[config.mk]
export PLATFORM = sky130hd
export DESIGN_NAME = page_aware_packet_splitter
export DESIGN_NICKNAME = d
export VERILOG_FILES = /design/src/hdl/pgsplit_pkg.sv /design/src/hdl/page_aware_packet_splitter.sv /design/src/hdl/pgsplit_front.sv /design/src/hdl/pgsplit_queue.sv /design/src/hdl/pgsplit_back.sv
export SDC_FILE = /design/constraint.sdc
export NUM_CORES = 1
export LEC_CHECK = 0
export ABC_AREA = 1
export BUFFER_PORTS_ARGS = -buffer_cell sky130_fd_sc_hd__buf_2
export CAP_MARGIN = 25
export CORE_ASPECT_RATIO = 0.5
export CORE_MARGIN = 2
export CORE_UTILIZATION = 44
export DETAILED_ROUTE_END_ITERATION = 12
export PLACE_DENSITY_LB_ADDON = 0.12
export SLEW_MARGIN = 15
export SYNTH_ARGS = -nofsm -noshare
export SYNTH_HDL_FRONTEND = slang
export SYNTH_SLANG_ARGS = --single-unit
[constraint.sdc]
create_clock -name clk_i -period 7.12 [get_ports clk_i]
set_clock_uncertainty 0.05 [all_clocks]
set_input_delay 0.712 -clock clk_i [delete_from_list [all_inputs] [get_ports clk_i]]
set_output_delay 0.712 -clock clk_i [all_outputs]
set_load 0.1 [all_outputs]
[src/hdl/pgsplit_pkg.sv]
`default_nettype none
package pgsplit_pkg;

  localparam int unsigned ADDR_W    = 32;
  localparam int unsigned LEN_W     = 12;
  localparam int unsigned PAGE_W    = 17;
  localparam int unsigned PKT_W     = 12;
  localparam int unsigned IDX_W     = 6;
  localparam int unsigned PNUM_W    = 25;
  localparam int unsigned OFF_W     = 11;
  localparam int unsigned CFG_W     = 17;
  localparam int unsigned IN_DATA_W  = 48;
  localparam int unsigned OUT_DATA_W = 88;

  localparam logic [PAGE_W-1:0] PAGE_MAX = 17'd65536;
  localparam logic [PKT_W-1:0]  PKT_MIN  = 12'd128;
  localparam logic [PKT_W-1:0]  PKT_MAX  = 12'd2048;
  localparam logic [IDX_W-1:0]  IDX_LAST = 6'd63;

  localparam logic CFG_PAGE_SIZE   = 1'b0;
  localparam logic CFG_PACKET_SIZE = 1'b1;

  typedef struct packed {
    logic              err;
    logic              paged;
    logic [ADDR_W-1:0] addr;
    logic [PNUM_W-1:0] page;
    logic [PAGE_W-1:0] inpage;
    logic [LEN_W-1:0]  total;
    logic [PKT_W-1:0]  pkt;
    logic [PAGE_W-1:0] pg;
  } pgsplit_job_t;

endpackage
`default_nettype wire

[src/hdl/page_aware_packet_splitter.sv]
// Page-aware packet splitter.
// Slave stream: one descriptor per word (base address, byte length).
// Master stream: one word per packet; tlast marks the last packet of a
// descriptor, tuser flags the single error word sent when the page size is
// nonzero and below the packet size, even for zero length; other zero-length
// descriptors yield nothing. Config: cfg_we_i/cfg_idx_i/cfg_wdata_i, index 0
// page size, 1 packet size, to be written only while the block is idle;
// the block does not enforce this. Front: takes a descriptor, then runs
// a bit-serial divider for the page number and page offset (skipped when
// unpaged), then pushes the job into a two-deep descriptor queue, waiting
// while the queue is full; it takes no new descriptor until that push.
// Back: loads a job, then moves one packet per cycle into the output
// register while that register is empty or being taken by the receiver.
// A stalled receiver holds the output word; while the back is stalled the
// queue takes two more descriptors and the front one after that, then
// tready stays low.
// Reset clears the handshake state and loads page size 0, packet size 128.
`default_nettype none
module page_aware_packet_splitter import pgsplit_pkg::*; #(
  parameter int unsigned MAX_LENGTH = 2048
) (
  input  wire logic                  clk_i,
  input  wire logic                  rst_ni,
  input  wire logic                  cfg_we_i,
  input  wire logic                  cfg_idx_i,
  input  wire logic [CFG_W-1:0]      cfg_wdata_i,
  input  wire logic                  s_axis_tvalid_i,
  output logic                       s_axis_tready_o,
  // base_address[31:0], total_length[43:32], zero pad
  input  wire logic [IN_DATA_W-1:0]  s_axis_tdata_i,
  output logic                       m_axis_tvalid_o,
  input  wire logic                  m_axis_tready_i,
  // packet_index[5:0], page_number[30:6], address_in_page[62:31],
  // byte_offset[73:63], packet_length[85:74], zero pad
  output logic [OUT_DATA_W-1:0]      m_axis_tdata_o,
  output logic                       m_axis_tlast_o,
  // config_error[0]
  output logic                       m_axis_tuser_o
);

  pgsplit_job_t push_job, pop_job;
  logic push, full, pop, empty;
  logic [IDX_W-1:0]  o_idx;
  logic [PNUM_W-1:0] o_page;
  logic [ADDR_W-1:0] o_addr;
  logic [OFF_W-1:0]  o_off;
  logic [LEN_W-1:0]  o_len;

  pgsplit_front #(.MAX_LENGTH(MAX_LENGTH)) u_front (
    .clk_i       (clk_i),
    .rst_ni      (rst_ni),
    .cfg_we_i    (cfg_we_i),
    .cfg_idx_i   (cfg_idx_i),
    .cfg_wdata_i (cfg_wdata_i),
    .in_valid_i  (s_axis_tvalid_i),
    .in_ready_o  (s_axis_tready_o),
    .in_base_i   (s_axis_tdata_i[31:0]),
    .in_total_i  (s_axis_tdata_i[43:32]),
    .push_o      (push),
    .full_i      (full),
    .job_o       (push_job)
  );

  pgsplit_queue u_queue (
    .clk_i     (clk_i),
    .rst_ni    (rst_ni),
    .push_i    (push),
    .wr_data_i (push_job),
    .full_o    (full),
    .pop_i     (pop),
    .empty_o   (empty),
    .rd_data_o (pop_job)
  );

  pgsplit_back u_back (
    .clk_i       (clk_i),
    .rst_ni      (rst_ni),
    .empty_i     (empty),
    .job_i       (pop_job),
    .pop_o       (pop),
    .out_valid_o (m_axis_tvalid_o),
    .out_ready_i (m_axis_tready_i),
    .out_idx_o   (o_idx),
    .out_page_o  (o_page),
    .out_addr_o  (o_addr),
    .out_off_o   (o_off),
    .out_len_o   (o_len),
    .out_last_o  (m_axis_tlast_o),
    .out_err_o   (m_axis_tuser_o)
  );

  assign m_axis_tdata_o = {2'b00, o_len, o_off, o_addr, o_page, o_idx};

endmodule
`default_nettype wire

[src/hdl/pgsplit_front.sv]
`default_nettype none
module pgsplit_front import pgsplit_pkg::*; #(
  parameter int unsigned MAX_LENGTH = 2048
) (
  input  wire logic              clk_i,
  input  wire logic              rst_ni,
  input  wire logic              cfg_we_i,
  input  wire logic              cfg_idx_i,
  input  wire logic [CFG_W-1:0]  cfg_wdata_i,
  input  wire logic              in_valid_i,
  output logic                   in_ready_o,
  input  wire logic [ADDR_W-1:0] in_base_i,
  input  wire logic [LEN_W-1:0]  in_total_i,
  output logic                   push_o,
  input  wire logic              full_i,
  output pgsplit_job_t           job_o
);

  typedef enum logic [2:0] {
    F_IDLE = 3'b001,
    F_DIV  = 3'b010,
    F_PUSH = 3'b100
  } pgsplit_fstate_e;

  pgsplit_fstate_e state_q, state_d;
  logic [PAGE_W-1:0] page_size_q, page_size_d;
  logic [PKT_W-1:0]  packet_size_q, packet_size_d;
  pgsplit_job_t      job_q, job_d;
  logic [PAGE_W-1:0] rem_q, rem_d;
  logic [ADDR_W-1:0] quo_q, quo_d;
  logic [4:0]        cnt_q, cnt_d;

  logic [PAGE_W-1:0] pg_c;
  logic [PKT_W-1:0]  pkt_c;
  logic [LEN_W-1:0]  len_c;
  logic              err_c;
  logic [PAGE_W:0]   rem_sh;
  logic              ge;

  always_comb begin
    pg_c  = (page_size_q > PAGE_MAX) ? PAGE_MAX : page_size_q;
    pkt_c = (packet_size_q < PKT_MIN) ? PKT_MIN :
            ((packet_size_q > PKT_MAX) ? PKT_MAX : packet_size_q);
    len_c = ({20'd0, in_total_i} > 32'(MAX_LENGTH)) ? LEN_W'(MAX_LENGTH) : in_total_i;
    err_c = (pg_c != '0) && (pg_c < {5'd0, pkt_c});
    rem_sh = {rem_q, quo_q[ADDR_W-1]};
    ge     = rem_sh >= {1'b0, job_q.pg};
  end

  assign in_ready_o = (state_q == F_IDLE);
  assign push_o     = (state_q == F_PUSH) && !full_i;
  assign job_o      = job_q;

  always_comb begin
    state_d       = state_q;
    page_size_d   = page_size_q;
    packet_size_d = packet_size_q;
    job_d         = job_q;
    rem_d         = rem_q;
    quo_d         = quo_q;
    cnt_d         = cnt_q;

    if (cfg_we_i) begin
      case (cfg_idx_i)
        CFG_PAGE_SIZE:   page_size_d   = cfg_wdata_i;
        CFG_PACKET_SIZE: packet_size_d = cfg_wdata_i[PKT_W-1:0];
        default: ;
      endcase
    end

    case (state_q)
      F_IDLE: begin
        if (in_valid_i) begin
          job_d.err    = err_c;
          job_d.paged  = (pg_c != '0);
          job_d.addr   = in_base_i;
          job_d.page   = '0;
          job_d.inpage = '0;
          job_d.total  = len_c;
          job_d.pkt    = pkt_c;
          job_d.pg     = pg_c;
          rem_d        = '0;
          quo_d        = in_base_i;
          cnt_d        = '0;
          if (err_c) begin
            state_d = F_PUSH;
          end else if (len_c == '0) begin
            state_d = F_IDLE;
          end else if (pg_c != '0) begin
            state_d = F_DIV;
          end else begin
            state_d = F_PUSH;
          end
        end
      end
      F_DIV: begin
        rem_d = ge ? PAGE_W'(rem_sh - {1'b0, job_q.pg}) : rem_sh[PAGE_W-1:0];
        quo_d = {quo_q[ADDR_W-2:0], ge};
        cnt_d = cnt_q + 5'd1;
        if (cnt_q == 5'd31) begin
          job_d.page   = quo_d[PNUM_W-1:0];
          job_d.inpage = rem_d;
          state_d      = F_PUSH;
        end
      end
      F_PUSH: begin
        if (!full_i) begin
          state_d = F_IDLE;
        end
      end
      default: state_d = F_IDLE;
    endcase
  end

  always_ff @(posedge clk_i or negedge rst_ni) begin
    if (!rst_ni) begin
      state_q       <= F_IDLE;
      page_size_q   <= '0;
      packet_size_q <= PKT_MIN;
      cnt_q         <= '0;
    end else begin
      state_q       <= state_d;
      page_size_q   <= page_size_d;
      packet_size_q <= packet_size_d;
      cnt_q         <= cnt_d;
    end
  end

  always_ff @(posedge clk_i) begin
    job_q <= job_d;
    rem_q <= rem_d;
    quo_q <= quo_d;
  end

endmodule
`default_nettype wire

[src/hdl/pgsplit_queue.sv]
`default_nettype none
module pgsplit_queue import pgsplit_pkg::*; (
  input  wire logic         clk_i,
  input  wire logic         rst_ni,
  input  wire logic         push_i,
  input  wire pgsplit_job_t wr_data_i,
  output logic              full_o,
  input  wire logic         pop_i,
  output logic              empty_o,
  output pgsplit_job_t      rd_data_o
);

  pgsplit_job_t mem_q [2];
  logic         wr_ptr_q, wr_ptr_d;
  logic         rd_ptr_q, rd_ptr_d;
  logic [1:0]   count_q, count_d;

  assign full_o    = (count_q == 2'd2);
  assign empty_o   = (count_q == 2'd0);
  assign rd_data_o = mem_q[rd_ptr_q];

  always_comb begin
    wr_ptr_d = wr_ptr_q ^ push_i;
    rd_ptr_d = rd_ptr_q ^ pop_i;
    count_d  = count_q + {1'b0, push_i} - {1'b0, pop_i};
  end

  always_ff @(posedge clk_i or negedge rst_ni) begin
    if (!rst_ni) begin
      wr_ptr_q <= 1'b0;
      rd_ptr_q <= 1'b0;
      count_q  <= '0;
    end else begin
      wr_ptr_q <= wr_ptr_d;
      rd_ptr_q <= rd_ptr_d;
      count_q  <= count_d;
    end
  end

  always_ff @(posedge clk_i) begin
    if (push_i) begin
      mem_q[wr_ptr_q] <= wr_data_i;
    end
  end

endmodule
`default_nettype wire

[src/hdl/pgsplit_back.sv]
`default_nettype none
module pgsplit_back import pgsplit_pkg::*; (
  input  wire logic         clk_i,
  input  wire logic         rst_ni,
  input  wire logic         empty_i,
  input  wire pgsplit_job_t job_i,
  output logic              pop_o,
  output logic              out_valid_o,
  input  wire logic         out_ready_i,
  output logic [IDX_W-1:0]  out_idx_o,
  output logic [PNUM_W-1:0] out_page_o,
  output logic [ADDR_W-1:0] out_addr_o,
  output logic [OFF_W-1:0]  out_off_o,
  output logic [LEN_W-1:0]  out_len_o,
  output logic              out_last_o,
  output logic              out_err_o
);

  logic         active_q, active_d;
  pgsplit_job_t cur_q, cur_d;
  logic [LEN_W-1:0] off_q, off_d;
  logic [IDX_W-1:0] idx_q, idx_d;

  logic              ovalid_q, ovalid_d;
  logic [IDX_W-1:0]  oidx_q, oidx_d;
  logic [PNUM_W-1:0] opage_q, opage_d;
  logic [ADDR_W-1:0] oaddr_q, oaddr_d;
  logic [OFF_W-1:0]  ooff_q, ooff_d;
  logic [LEN_W-1:0]  olen_q, olen_d;
  logic              olast_q, olast_d;
  logic              oerr_q, oerr_d;

  logic              load, adv;
  logic [LEN_W-1:0]  rem_len, len0, len, end_off;
  logic [PAGE_W-1:0] room;
  logic              last;
  logic [ADDR_W:0]   addr_sum;
  logic [PAGE_W:0]   in_sum;

  always_comb begin
    load     = !active_q && !empty_i;
    adv      = active_q && (!ovalid_q || out_ready_i);
    rem_len  = cur_q.total - off_q;
    len0     = (rem_len > cur_q.pkt) ? cur_q.pkt : rem_len;
    room     = cur_q.pg - cur_q.inpage;
    len      = (cur_q.paged && ({5'd0, len0} > room)) ? room[LEN_W-1:0] : len0;
    end_off  = off_q + len;
    last     = (end_off >= cur_q.total) || (idx_q == IDX_LAST);
    addr_sum = {1'b0, cur_q.addr} + {21'd0, len};
    in_sum   = {1'b0, cur_q.inpage} + {6'd0, len};
  end

  assign pop_o = load;

  always_comb begin
    active_d = active_q;
    cur_d    = cur_q;
    off_d    = off_q;
    idx_d    = idx_q;
    ovalid_d = ovalid_q && !out_ready_i;
    oidx_d   = oidx_q;
    opage_d  = opage_q;
    oaddr_d  = oaddr_q;
    ooff_d   = ooff_q;
    olen_d   = olen_q;
    olast_d  = olast_q;
    oerr_d   = oerr_q;

    if (load) begin
      active_d = 1'b1;
      cur_d    = job_i;
      off_d    = '0;
      idx_d    = '0;
    end else if (adv) begin
      ovalid_d = 1'b1;
      if (cur_q.err) begin
        active_d = 1'b0;
        oidx_d   = '0;
        opage_d  = '0;
        oaddr_d  = '0;
        ooff_d   = '0;
        olen_d   = '0;
        olast_d  = 1'b0;
        oerr_d   = 1'b1;
      end else begin
        active_d = !last;
        oidx_d   = idx_q;
        opage_d  = cur_q.page;
        oaddr_d  = cur_q.paged ? {15'd0, cur_q.inpage} : cur_q.addr;
        ooff_d   = off_q[OFF_W-1:0];
        olen_d   = len;
        olast_d  = last;
        oerr_d   = 1'b0;
        off_d    = end_off;
        idx_d    = idx_q + 6'd1;
        cur_d.addr = addr_sum[ADDR_W-1:0];
        if (cur_q.paged) begin
          if (addr_sum[ADDR_W]) begin
            cur_d.page   = '0;
            cur_d.inpage = addr_sum[PAGE_W-1:0];
          end else if (in_sum == {1'b0, cur_q.pg}) begin
            cur_d.page   = cur_q.page + 25'd1;
            cur_d.inpage = '0;
          end else begin
            cur_d.inpage = in_sum[PAGE_W-1:0];
          end
        end
      end
    end
  end

  always_ff @(posedge clk_i or negedge rst_ni) begin
    if (!rst_ni) begin
      active_q <= 1'b0;
      ovalid_q <= 1'b0;
    end else begin
      active_q <= active_d;
      ovalid_q <= ovalid_d;
    end
  end

  always_ff @(posedge clk_i) begin
    cur_q   <= cur_d;
    off_q   <= off_d;
    idx_q   <= idx_d;
    oidx_q  <= oidx_d;
    opage_q <= opage_d;
    oaddr_q <= oaddr_d;
    ooff_q  <= ooff_d;
    olen_q  <= olen_d;
    olast_q <= olast_d;
    oerr_q  <= oerr_d;
  end

  assign out_valid_o = ovalid_q;
  assign out_idx_o   = oidx_q;
  assign out_page_o  = opage_q;
  assign out_addr_o  = oaddr_q;
  assign out_off_o   = ooff_q;
  assign out_len_o   = olen_q;
  assign out_last_o  = olast_q;
  assign out_err_o   = oerr_q;

endmodule
`default_nettype wire

Word-level counts from Yosys, hierarchy flattened
Memories as Yosys holds them, arrays and structs flattened.
Cells that the tools add are included.
{"block": "totals", "ff_bits": 432, "mem_bits_rw": 234, "input_bits": 71, "output_inout_bits": 92, "word_cells": 146, "n_memories": 1}
{"block": "classes", "n_addsub": 11, "order_cmp": 9, "eq_ne": 11, "n_mux": 39, "bitwise": 5, "n_reduce_logical": 33}
{"memory": "u_queue.mem_q", "words": 2, "width": 117, "read_ports": 1, "rd_clocked_by_memory_dff": 0, "write_ports": 1, "line": "pgsplit_queue.sv:13", "source": "pgsplit_job_t mem_q [2];"}
{"operator": "two-way mux 74 bit", "n": 3}
{"operator": "two-way mux 42 bit", "n": 3}
{"operator": "two-way mux 17 bit", "n": 5}
{"operator": "one-hot mux 42 bit (2 select lines)", "n": 1}
{"operator": "two-way mux 83 bit", "n": 1}
{"operator": "one-hot mux 32 bit (2 select lines)", "n": 1}
{"operator": "two-way mux 12 bit", "n": 5}
{"operator": "one-hot mux 17 bit (2 select lines)", "n": 1}
{"operator": "subtractor 17 bit", "n": 2}
{"operator": "adder 32 x 12 -> 33 bit", "n": 1}
{"operator": "two-way mux 32 bit", "n": 1}
{"operator": "adder 25 x 1 -> 25 bit, second input constant", "n": 1}
{"operator": "two-way mux 25 bit", "n": 1}
{"operator": "greater-than comparator 12 bit, second input constant", "n": 2}
{"operator": "adder 17 x 12 -> 18 bit", "n": 1}
{"operator": "equality test 18 x 17 -> 1 bit", "n": 1}
{"operator": "greater-or-equal comparator 18 x 17 -> 1 bit", "n": 1}
{"operator": "two-way mux 3 bit", "n": 6}
{"operator": "greater-than comparator 12 x 17 -> 1 bit", "n": 1}
{"operator": "greater-than comparator 17 bit, second input constant", "n": 1}
{"operator": "less-than comparator 17 x 12 -> 1 bit", "n": 1}
{"operator": "nonzero test 17 bit", "n": 1}
{"operator": "AND reduction 2 bit", "n": 7}
{"operator": "adder 12 bit", "n": 1}
{"operator": "32 further kinds", "n": 59}

Depth between registers and ports, before layout
Gate-level depths: netlist (run 1).
{"block": "logic_depth", "ltp_word": 14, "ltp_mapped": 57, "mapped_depth_nobuf": 55}

Hierarchy
A second synthesis (run 1) with hierarchy kept.
{"block": "unflattened", "cells_unflattened": 3183, "area_unflattened_um2": 32613.8}
{"mod": "pgsplit_back", "instances": 1, "cells_each": 1694, "area_per_inst_um2": 14470.1, "seq_area_each_um2": 6566.3}
{"mod": "pgsplit_front", "instances": 1, "cells_each": 851, "area_per_inst_um2": 9110.0, "seq_area_each_um2": 5913.2}
{"mod": "pgsplit_queue", "instances": 1, "cells_each": 635, "area_per_inst_um2": 9014.9, "seq_area_each_um2": 7126.8}
{"mod": "page_aware_packet_splitter", "instances": 1, "cells_each": 3, "area_per_inst_um2": 18.8, "seq_area_each_um2": 0.0}

Worst setup path after synthesis (run 1)
OpenSTA, ideal clock, no wires.
{"block": "synth_path", "path_kind": "register -> register", "startpoint": "register u_front.state_q[0]", "endpoint": "register u_front.cnt_q[1]", "setup_ns": 0.121, "arrival_time_ns": 8.159, "required_time_ns": 6.949, "slack_ns": -1.210, "path_stages_with_launch": 9, "path_buffers": 0, "period_less_slack_ns": 8.330, "path_cell_list": "dfstp_2 -> inv_1 -> nor3_1 -> inv_1 -> nor2_1 -> inv_1 -> nand2_1 -> inv_1 -> a22o_1"}
{"block": "synth_via", "elab_chain_len": 3, "elab_cells_between_ends": 6, "classes_between": "eq/ne: 3; mux: 1; reduce/logical: 2"}
{"element": "start, declared", "line": "pgsplit_front.sv:25", "source": "pgsplit_fstate_e state_q, state_d;"}
{"element": "start signal, assigned", "line": "pgsplit_front.sv:122", "source": "state_q <= state_d;"}
{"element": "equality test 3 x 1 -> 1 bit (*)"}
{"element": "named net s_axis_tready_o", "line": "page_aware_packet_splitter.sv:28", "source": "output logic s_axis_tready_o,"}
{"element": "!= test 2 bit (no source line) or nonzero test 2 bit (tied branches)"}
{"element": "AND reduction 2 bit (no source line)"}
{"element": "end signal, assigned", "line": "pgsplit_front.sv:125", "source": "cnt_q <= cnt_d;"}
{"element": "end, declared", "line": "pgsplit_front.sv:31", "source": "logic [4:0] cnt_q, cnt_d;"}
Mark *: on every way through the listed nets, which the timed path passes. The rest lies on a longest branch.
A chain may end at the register's enable or synchronous reset.

Worst setup path after layout (run 1)
{"block": "layout_path", "startpoint": "register u_back.cur_q[31] (netlist name)", "endpoint": "register u_back.olast_q, in the netlist u_back.out_last_o (data pin)"}
{"block": "layout_via", "elab_chain_len": 9}
{"element": "start, declared", "line": "pgsplit_back.sv:20", "source": "pgsplit_job_t cur_q, cur_d;"}
{"element": "start signal, assigned", "line": "pgsplit_back.sv:123", "source": "cur_q <= cur_d;"}
{"element": "subtractor 12 bit (*)", "line": "pgsplit_back.sv:43", "source": "rem_len = cur_q.total - off_q;"}
{"element": "greater-than comparator 12 bit", "line": "pgsplit_back.sv:44", "source": "len0 = (rem_len > cur_q.pkt) ? cur_q.pkt : rem_len;"}
{"element": "two-way mux 12 bit (*)", "line": "pgsplit_back.sv:44"}
{"element": "greater-than comparator 12 x 17 -> 1 bit", "line": "pgsplit_back.sv:46", "source": "len = (cur_q.paged && ({5'd0, len0} > room)) ? room[LEN_W-1:0] : len0;"}
{"element": "logical AND 1 bit", "line": "pgsplit_back.sv:46"}
{"element": "two-way mux 12 bit (*)", "line": "pgsplit_back.sv:46"}
{"element": "named net u_back.len[0]", "line": "pgsplit_back.sv:34", "source": "logic [LEN_W-1:0] rem_len, len0, len, end_off;"}
{"element": "adder 12 bit (*)", "line": "pgsplit_back.sv:47", "source": "end_off = off_q + len;"}
{"element": "named net u_back.end_off[4]", "line": "pgsplit_back.sv:34"}
{"element": "greater-or-equal comparator 12 bit (*)", "line": "pgsplit_back.sv:48", "source": "last = (end_off >= cur_q.total) || (idx_q == IDX_LAST);"}
{"element": "logical OR 1 bit (*)", "line": "pgsplit_back.sv:48"}
{"element": "end signal, assigned", "line": "pgsplit_back.sv:131", "source": "olast_q <= olast_d;"}
{"element": "end, declared", "line": "pgsplit_back.sv:30", "source": "logic olast_q, olast_d;"}
Marks and branches as above.

==> summary.md, run 1 <==
| Metric | Value |
|---|---|
| Status | finished clean |
| CP endpoint kind | flip-flop |
| Rel. slew slack | 0.354 |
| Die width | about 390 µm |
| Slew Viols, Final | 0 |
| Placed wire-length estimate | 65.0 mm |
| Core Rows | 69 |
| Num CTS Buffers | 58 |
| Initial core utilization | 0.447 |
| Sequential fraction of the synthesis area | 0.613 |
| Vias in the first global route | between 20000 and 25000 |
| Root buf cell | clkbuf_16 |
| Reg2reg path depth | 49 |
| Async SR Flop Fraction | 0.0646 |
| Yosys reg bits | ~670 |
| Initial antenna violation count | 6 |
| Critical R2R Capture | u_back.out_last_o |
| Number of vias per cell | 5.12 |
| CP max FO | 8 |
| Worst setup SP type | flip-flop |
| Max Cap Viol | 0 |
| Commonest non-fill, non-tap cell in the layout | nand2_1 |
| Setup violators final | 0 |
| Mapped Cells | 3133 |
| Global-route wire length before repair | 130 mm |
| GR Util All Layers | 0.232 |
| Crit-path max cell delay | 0.44 ns |
| Die area | 0.0750 mm² |
| Wire per inst | approximately 20 µm |
| Core box area | 0.0715 mm² |
| Clk slew on worst S/H paths | 0.07 ns |
| Hold crit path type | input pin to async pin |
| Syn_area_per_cell | about 10 µm² |
| RSZ-0062 raised after global routing | yes |
| Hold slack | 0.141 ns |
| H-tree level count | 2 |
| Synth cell types | 59 |
| IO Count | between 150 and 200 |
| Clk Latency, worst-skew pair | 0.66 ns |
| CTS tree | yes |
| Slew @ Worst Pin | 0.969 ns |
| Critical path's most frequent cell | nand2_1 |
| Via count | about 23000 |
| Main flop type after synthesis | edfxtp_1 |
| Worst r2r src | u_back.cur_q[31] |
| Register-to-register setup slack | 0.22 ns |
| Max frequency | 145 MHz |
| CP Class | flip-flop to flip-flop |
| Post-CTS Hold Buffers | 0 |
| Post-route cell area | 0.0382 mm² |
| Min Tclk post-route | a little under 7 ns |
| Post-synth top area share | 0.568 |
| Grt total ovfl | 0 |
| Ys Warns | 0 |
| Area leader, netlist | edfxtp_1 |
| Count of final hold-check violations | 0 |
| Placed Area | 0.0351 mm² |
| Worst path required time | 7.48 ns |
| Layout area overhead | 19.3% |
| CTS Sinks | 666 |
| Final GP Congestion | 0.920 |
| Fillers | about 6300 |
| ANT cells | 0 |
| Fin Setup TNS | 0 ns |
| CP max-delay cell | edfxtp_1 |
| DP Cell Count | 4343 |
| Chip height | 195 µm |
| Leading cell types in the layout, fill and taps excluded | 795 x nand2_1, 605 x edfxtp_1, 362 x inv_1, 241 x nor2_1, 195 x buf_4 |
| Pin count of the biggest net entering global routing | 87 |
| ANT nets after route | 0 |
| Clk buf depth | 3 |
| Port Buffers | around 160 |
| Top cells by area, synth | edfxtp_1 57%, nand2_1 9.7%, ha_1 5.2% |
| Layout Cells excl Fill | 4481 |
| Starting DRT DRC Count | 1995 |
| Final net count | roughly 3700 |
| DRC | 0 |
| Crit path DAT | 7.26 ns |
| Fin crit share | 0.970 |
| Layout cells sized above 1 | 0.182 |
| WL final | 88.4 mm |
| First-pass iteration count of the detailed router | 5 |
| Synthesized cell area | around 0.032 mm² |
| Number of synthesized flops with an enable pin | 605 |
[how the worst max path moves through the flow]
| stage | from | to | slack (ns) | depth (start not counted) |
|---|---|---|---|---|
| after floorplan | u_front.state_q[0] | u_front.cnt_q[1] | 0.05 | 8 |
| after global placement | u_back.off_q[2] | u_back.out_last_o | -0.26 | 43 |
| after detailed placement | u_back.cur_q[31] | u_back.active_q | -0.41 | 41 |
| after CTS | u_back.cur_q[31] | u_back.cur_q[58] | 0.006 | 51 |
| after global routing | u_back.cur_q[31] | u_back.out_last_o | -0.22 | 49 |
| final | u_back.cur_q[31] | u_back.out_last_o | 0.22 | 49 |
[synthesized netlist by cell type (12+ instances only)]
cell type and number:
dfrtp_1 41, nor4_1 15, edfxtp_1 605, inv_1 381, xnor2_1 27, nor3_1 28
o21ai_0 151, dfxtp_1 18, a21oi_1 172, nand3_1 116, o21ai_1 15, and2_1 12
nor2_1 256, clkbuf_1 75, o21a_1 12, xor2_1 63, nand4_1 35, a31oi_1 19
nand2_1 829, ha_1 134
[metrics by stage]
stage          setup slack [ns]  utilization
3_5_place_dp             -0.407        0.491
2_1_floorplan            0.0533            -
6_report                  0.215        0.534
5_1_grt                  -0.224        0.534
3_3_place_gp             -0.256        0.491
4_1_cts                 0.00614        0.522
[worst max-delay path: cells and delay by family, from the launching register on]
kind            cells  cell delay, ns
compound gates     12            1.70
fa+ha+maj           6            1.51
simple gates       18            1.48
buf+inv            11            1.04
flops               1            0.44
xor+xnor            2            0.38
[logic make-up after synthesis]
logic type | Yosys count | synth area share
AOI/OAI and AO/OA | 428 | 0.0743
buffers and inverters | 477 | 0.0576
DFF | 666 | 0.613
muxes | 7 | 0.00219
other | 1 | 0.000117
adders and majority gates | 140 | 0.0562
xor gates and xnor gates | 92 | 0.0261
and+or+nand+nor | 1322 | 0.170
[layout make-up]
class / instances / area (µm²) / area share
tap: 958 / 1200 / 0.0314
multi-input combinational: 1991 / 11400 / 0.298
inverter: 385 / 1460 / 0.0383
sequential: 666 / 19600 / 0.514
timing repair buffer: 371 / 2590 / 0.0679
clock buffer: 84 / 1620 / 0.0425
clock inverter: 26 / 319 / 0.00836
[sequential cells by signal, indices dropped and copies added (netlist names), 11 cells and up]
signal / cells
u_back.out_addr_o: 32
u_queue.mem_q: 234
u_back.out_off_o: 11
u_front.quo_q: 32
u_back.out_page_o: 25
u_back.off_q: 12
u_front.packet_size_q: 12
u_front.page_size_q: 17
u_back.cur_q: 117
u_front.rem_q: 17
u_back.out_len_o: 12
u_front.job_o: 117
[repair_timing]
item | CTS | global route
endpoints found under the setup margin | 76 | 94
cloned | 1 | 4
buffers inserted | 7 | 14
resized for setup | 42 | 148
pin swaps | 11 | 59
[layer usage]
metal / GRT usage / vias to the layer above / wire [µm]
met5: 0 / - / 13
met4: 0.0440 / 2 / 1370
met3: 0.0556 / 90 / 6790
met2: 0.314 / 607 / 35100
met1: 0.374 / 11000 / 45100
li1: - / 11200 / -
Power of run 1 is left out: the tool's default activity adds up to more than one toggle a clock period on the data nets, which glitch-free logic cannot reach.
==> run 2, diff against run 1 <==
- CORE_UTILIZATION: 44 -> 56
==> run 2 against run 1 <==
Via count up 0.74%. Largest cell class unchanged. Critical path depth decreased by 2. Critical path type unchanged. Global-route usage is 4.9 points higher. Hold slack improved by 0.0081 ns. Sequential share of layout area is 0.77 points higher. Sequential cell count stayed put. Core utilization up 14 points.
==> summary.md, run 2 (synthesized netlist as in run 1, its figures left out) <==
| Metric | Value |
|---|---|
| Status | finished clean |
| ANT nets after route | 0 |
| Die width | 342 µm |
| Core box area | ~0.056 mm² |
| CP Class | flip-flop to flip-flop |
| Root buf cell | clkbuf_16 |
| Leading cell types in the layout, fill and taps excluded | 808 x nand2_1, 605 x edfxtp_1, 368 x inv_1, 240 x nor2_1, 166 x buf_4 |
| Clk Latency, worst-skew pair | 0.65 ns |
| Num CTS Buffers | 57 |
| GR Util All Layers | 0.281 |
| Starting DRT DRC Count | approximately 2600 |
| Fillers | between 4000 and 5000 |
| Worst setup SP type | flip-flop |
| CTS Sinks | around 670 |
| CP max-delay cell | edfxtp_1 |
| Hold slack | 0.150 ns |
| Pin count of the biggest net entering global routing | 87 |
| Die area | 0.0591 mm² |
| Final GP Congestion | 0.939 |
| Slew Viols, Final | 0 |
| Clk buf depth | 3 |
| Worst path required time | 7.43 ns |
| Final net count | 3653 |
| Crit path DAT | 7.38 ns |
| Commonest non-fill, non-tap cell in the layout | nand2_1 |
| Count of final hold-check violations | 0 |
| Number of vias per cell | 5.44 |
| CP endpoint kind | flip-flop |
| Wire per inst | 20.0 µm |
| First-pass iteration count of the detailed router | 5 |
| Grt total ovfl | 0 |
| Vias in the first global route | around 21000 |
| Initial core utilization | 0.571 |
| Rel. slew slack | 0.313 |
| Biggest register | u_queue.mem_q |
| Fin crit share | 0.992 |
| Global-route wire length before repair | 125 mm |
| Max FFs per register | 234 |
| CP max FO | 8 |
| Crit-path max cell delay | 0.43 ns |
| Port Buffers | about 160 |
| Chip height | 173 µm |
| Hold crit path type | input pin to async pin |
| Placed wire-length estimate | 62.0 mm |
| Core Rows | 61 |
| Layout cells sized above 1 | 0.173 |
| Critical path's most frequent cell | nand2_1 |
| Clk slew on worst S/H paths | 0.07 ns |
| DRC | 0 |
| Finished Core Util | 0.671 |
| Initial antenna violation count | 6 |
| Max Cap Viol | 0 |
| RSZ-0062 raised after global routing | yes |
| Layout area overhead | 17.6% |
| CTS tree | yes |
| Min Tclk post-route | a little over 7 ns |
| Max frequency | 142 MHz |
| Via count | around 23000 |
| Setup violators final | 0 |
| Slew @ Worst Pin | 1.02 ns |
| WL final | 85.1 mm |
| H-tree level count | 2 |
| IO Count | 163 |
[run 2: cell types whose count changed in the layout (fill, tap and decap cells not counted), moves of 5 or more]
| cell | delta |
|---|---|
| nor2_2 | +5 |
| clkbuf_1 | -8 |
| buf_4 | -29 |
| o21ai_0 | -5 |
| nand2_2 | -10 |
| ha_1 | +5 |
| ha_4 | -8 |
| a21oi_1 | -5 |
| inv_2 | -7 |
| inv_1 | +6 |
| nand2_1 | +13 |
[run 2: final timing paths]
path                                     from  cells past startpoint  slack (ns)                        to
max                          u_back.cur_q[31]                     47        0.05         u_back.out_last_o
min                                    rst_ni                      2        0.15  u_front.packet_size_q[8]
max reg2reg                  u_back.cur_q[31]                     47        0.05         u_back.out_last_o
min reg2reg                 u_front.job_o[32]                      0        0.40      u_queue.mem_q[0][32]
max in group asynchronous              rst_ni                      2        6.27          u_queue.rd_ptr_q
min in group clk_i         s_axis_tdata_i[23]                      1        0.23        u_front.job_o[106]
[run 2: cell type report]
class	count	area (µm²)	area share
Antenna cell	2	5.00	0.000133
Clock buffer	71	1500	0.0399
Clock inverter	36	470	0.0125
Inverter	385	1460	0.0388
Multi-Input combinational cell	1991	11200	0.299
Sequential cell	666	19600	0.522
Tap cell	756	946	0.0252
Timing Repair Buffer	341	2380	0.0633
[run 2: critical path: cells and delay by family (launching register included)]
kind	cells	cell delay, ns
XOR/XNOR	2	0.46
AND/OR/NAND/NOR	20	1.94
adder cells (fa/ha/maj)	5	1.14
flip-flops	1	0.43
AO/OA/AOI/OAI	11	1.77
buffers and inverters	9	0.99
[run 2: what timing repair did]
action,4_1_cts,5_1_grt
gates resized for setup,13,153
buffers inserted,1,18
gates cloned,0,7
setup endpoints to repair,48,92
hold buffers,0,0
pin swaps,1,60
[run 2: metrics by stage]
stage	TNS, ns	setup WS [ns]	cell area (µm²)	cells
finish	0	0.0545	37600	4248
global route	-11.48	-0.327	37600	4246
CTS	0	0.0406	36700	4220
detailed placement	-9.61	-0.314	34600	4112
global placement	-4.42	-0.173	34600	4110
floorplan	0	0.0533	32000	3134
[run 2: metal layers]
metal / wire length, µm / track usage / vias to the layer above
li1: - / - / 11200
met1: 40300 / 0.448 / 11000
met2: 34300 / 0.385 / 828
met3: 9030 / 0.0800 / 110
met4: 1430 / 0.0492 / 0
met5: 0 / 0 / -
Power of run 2 is left out for the same reason.
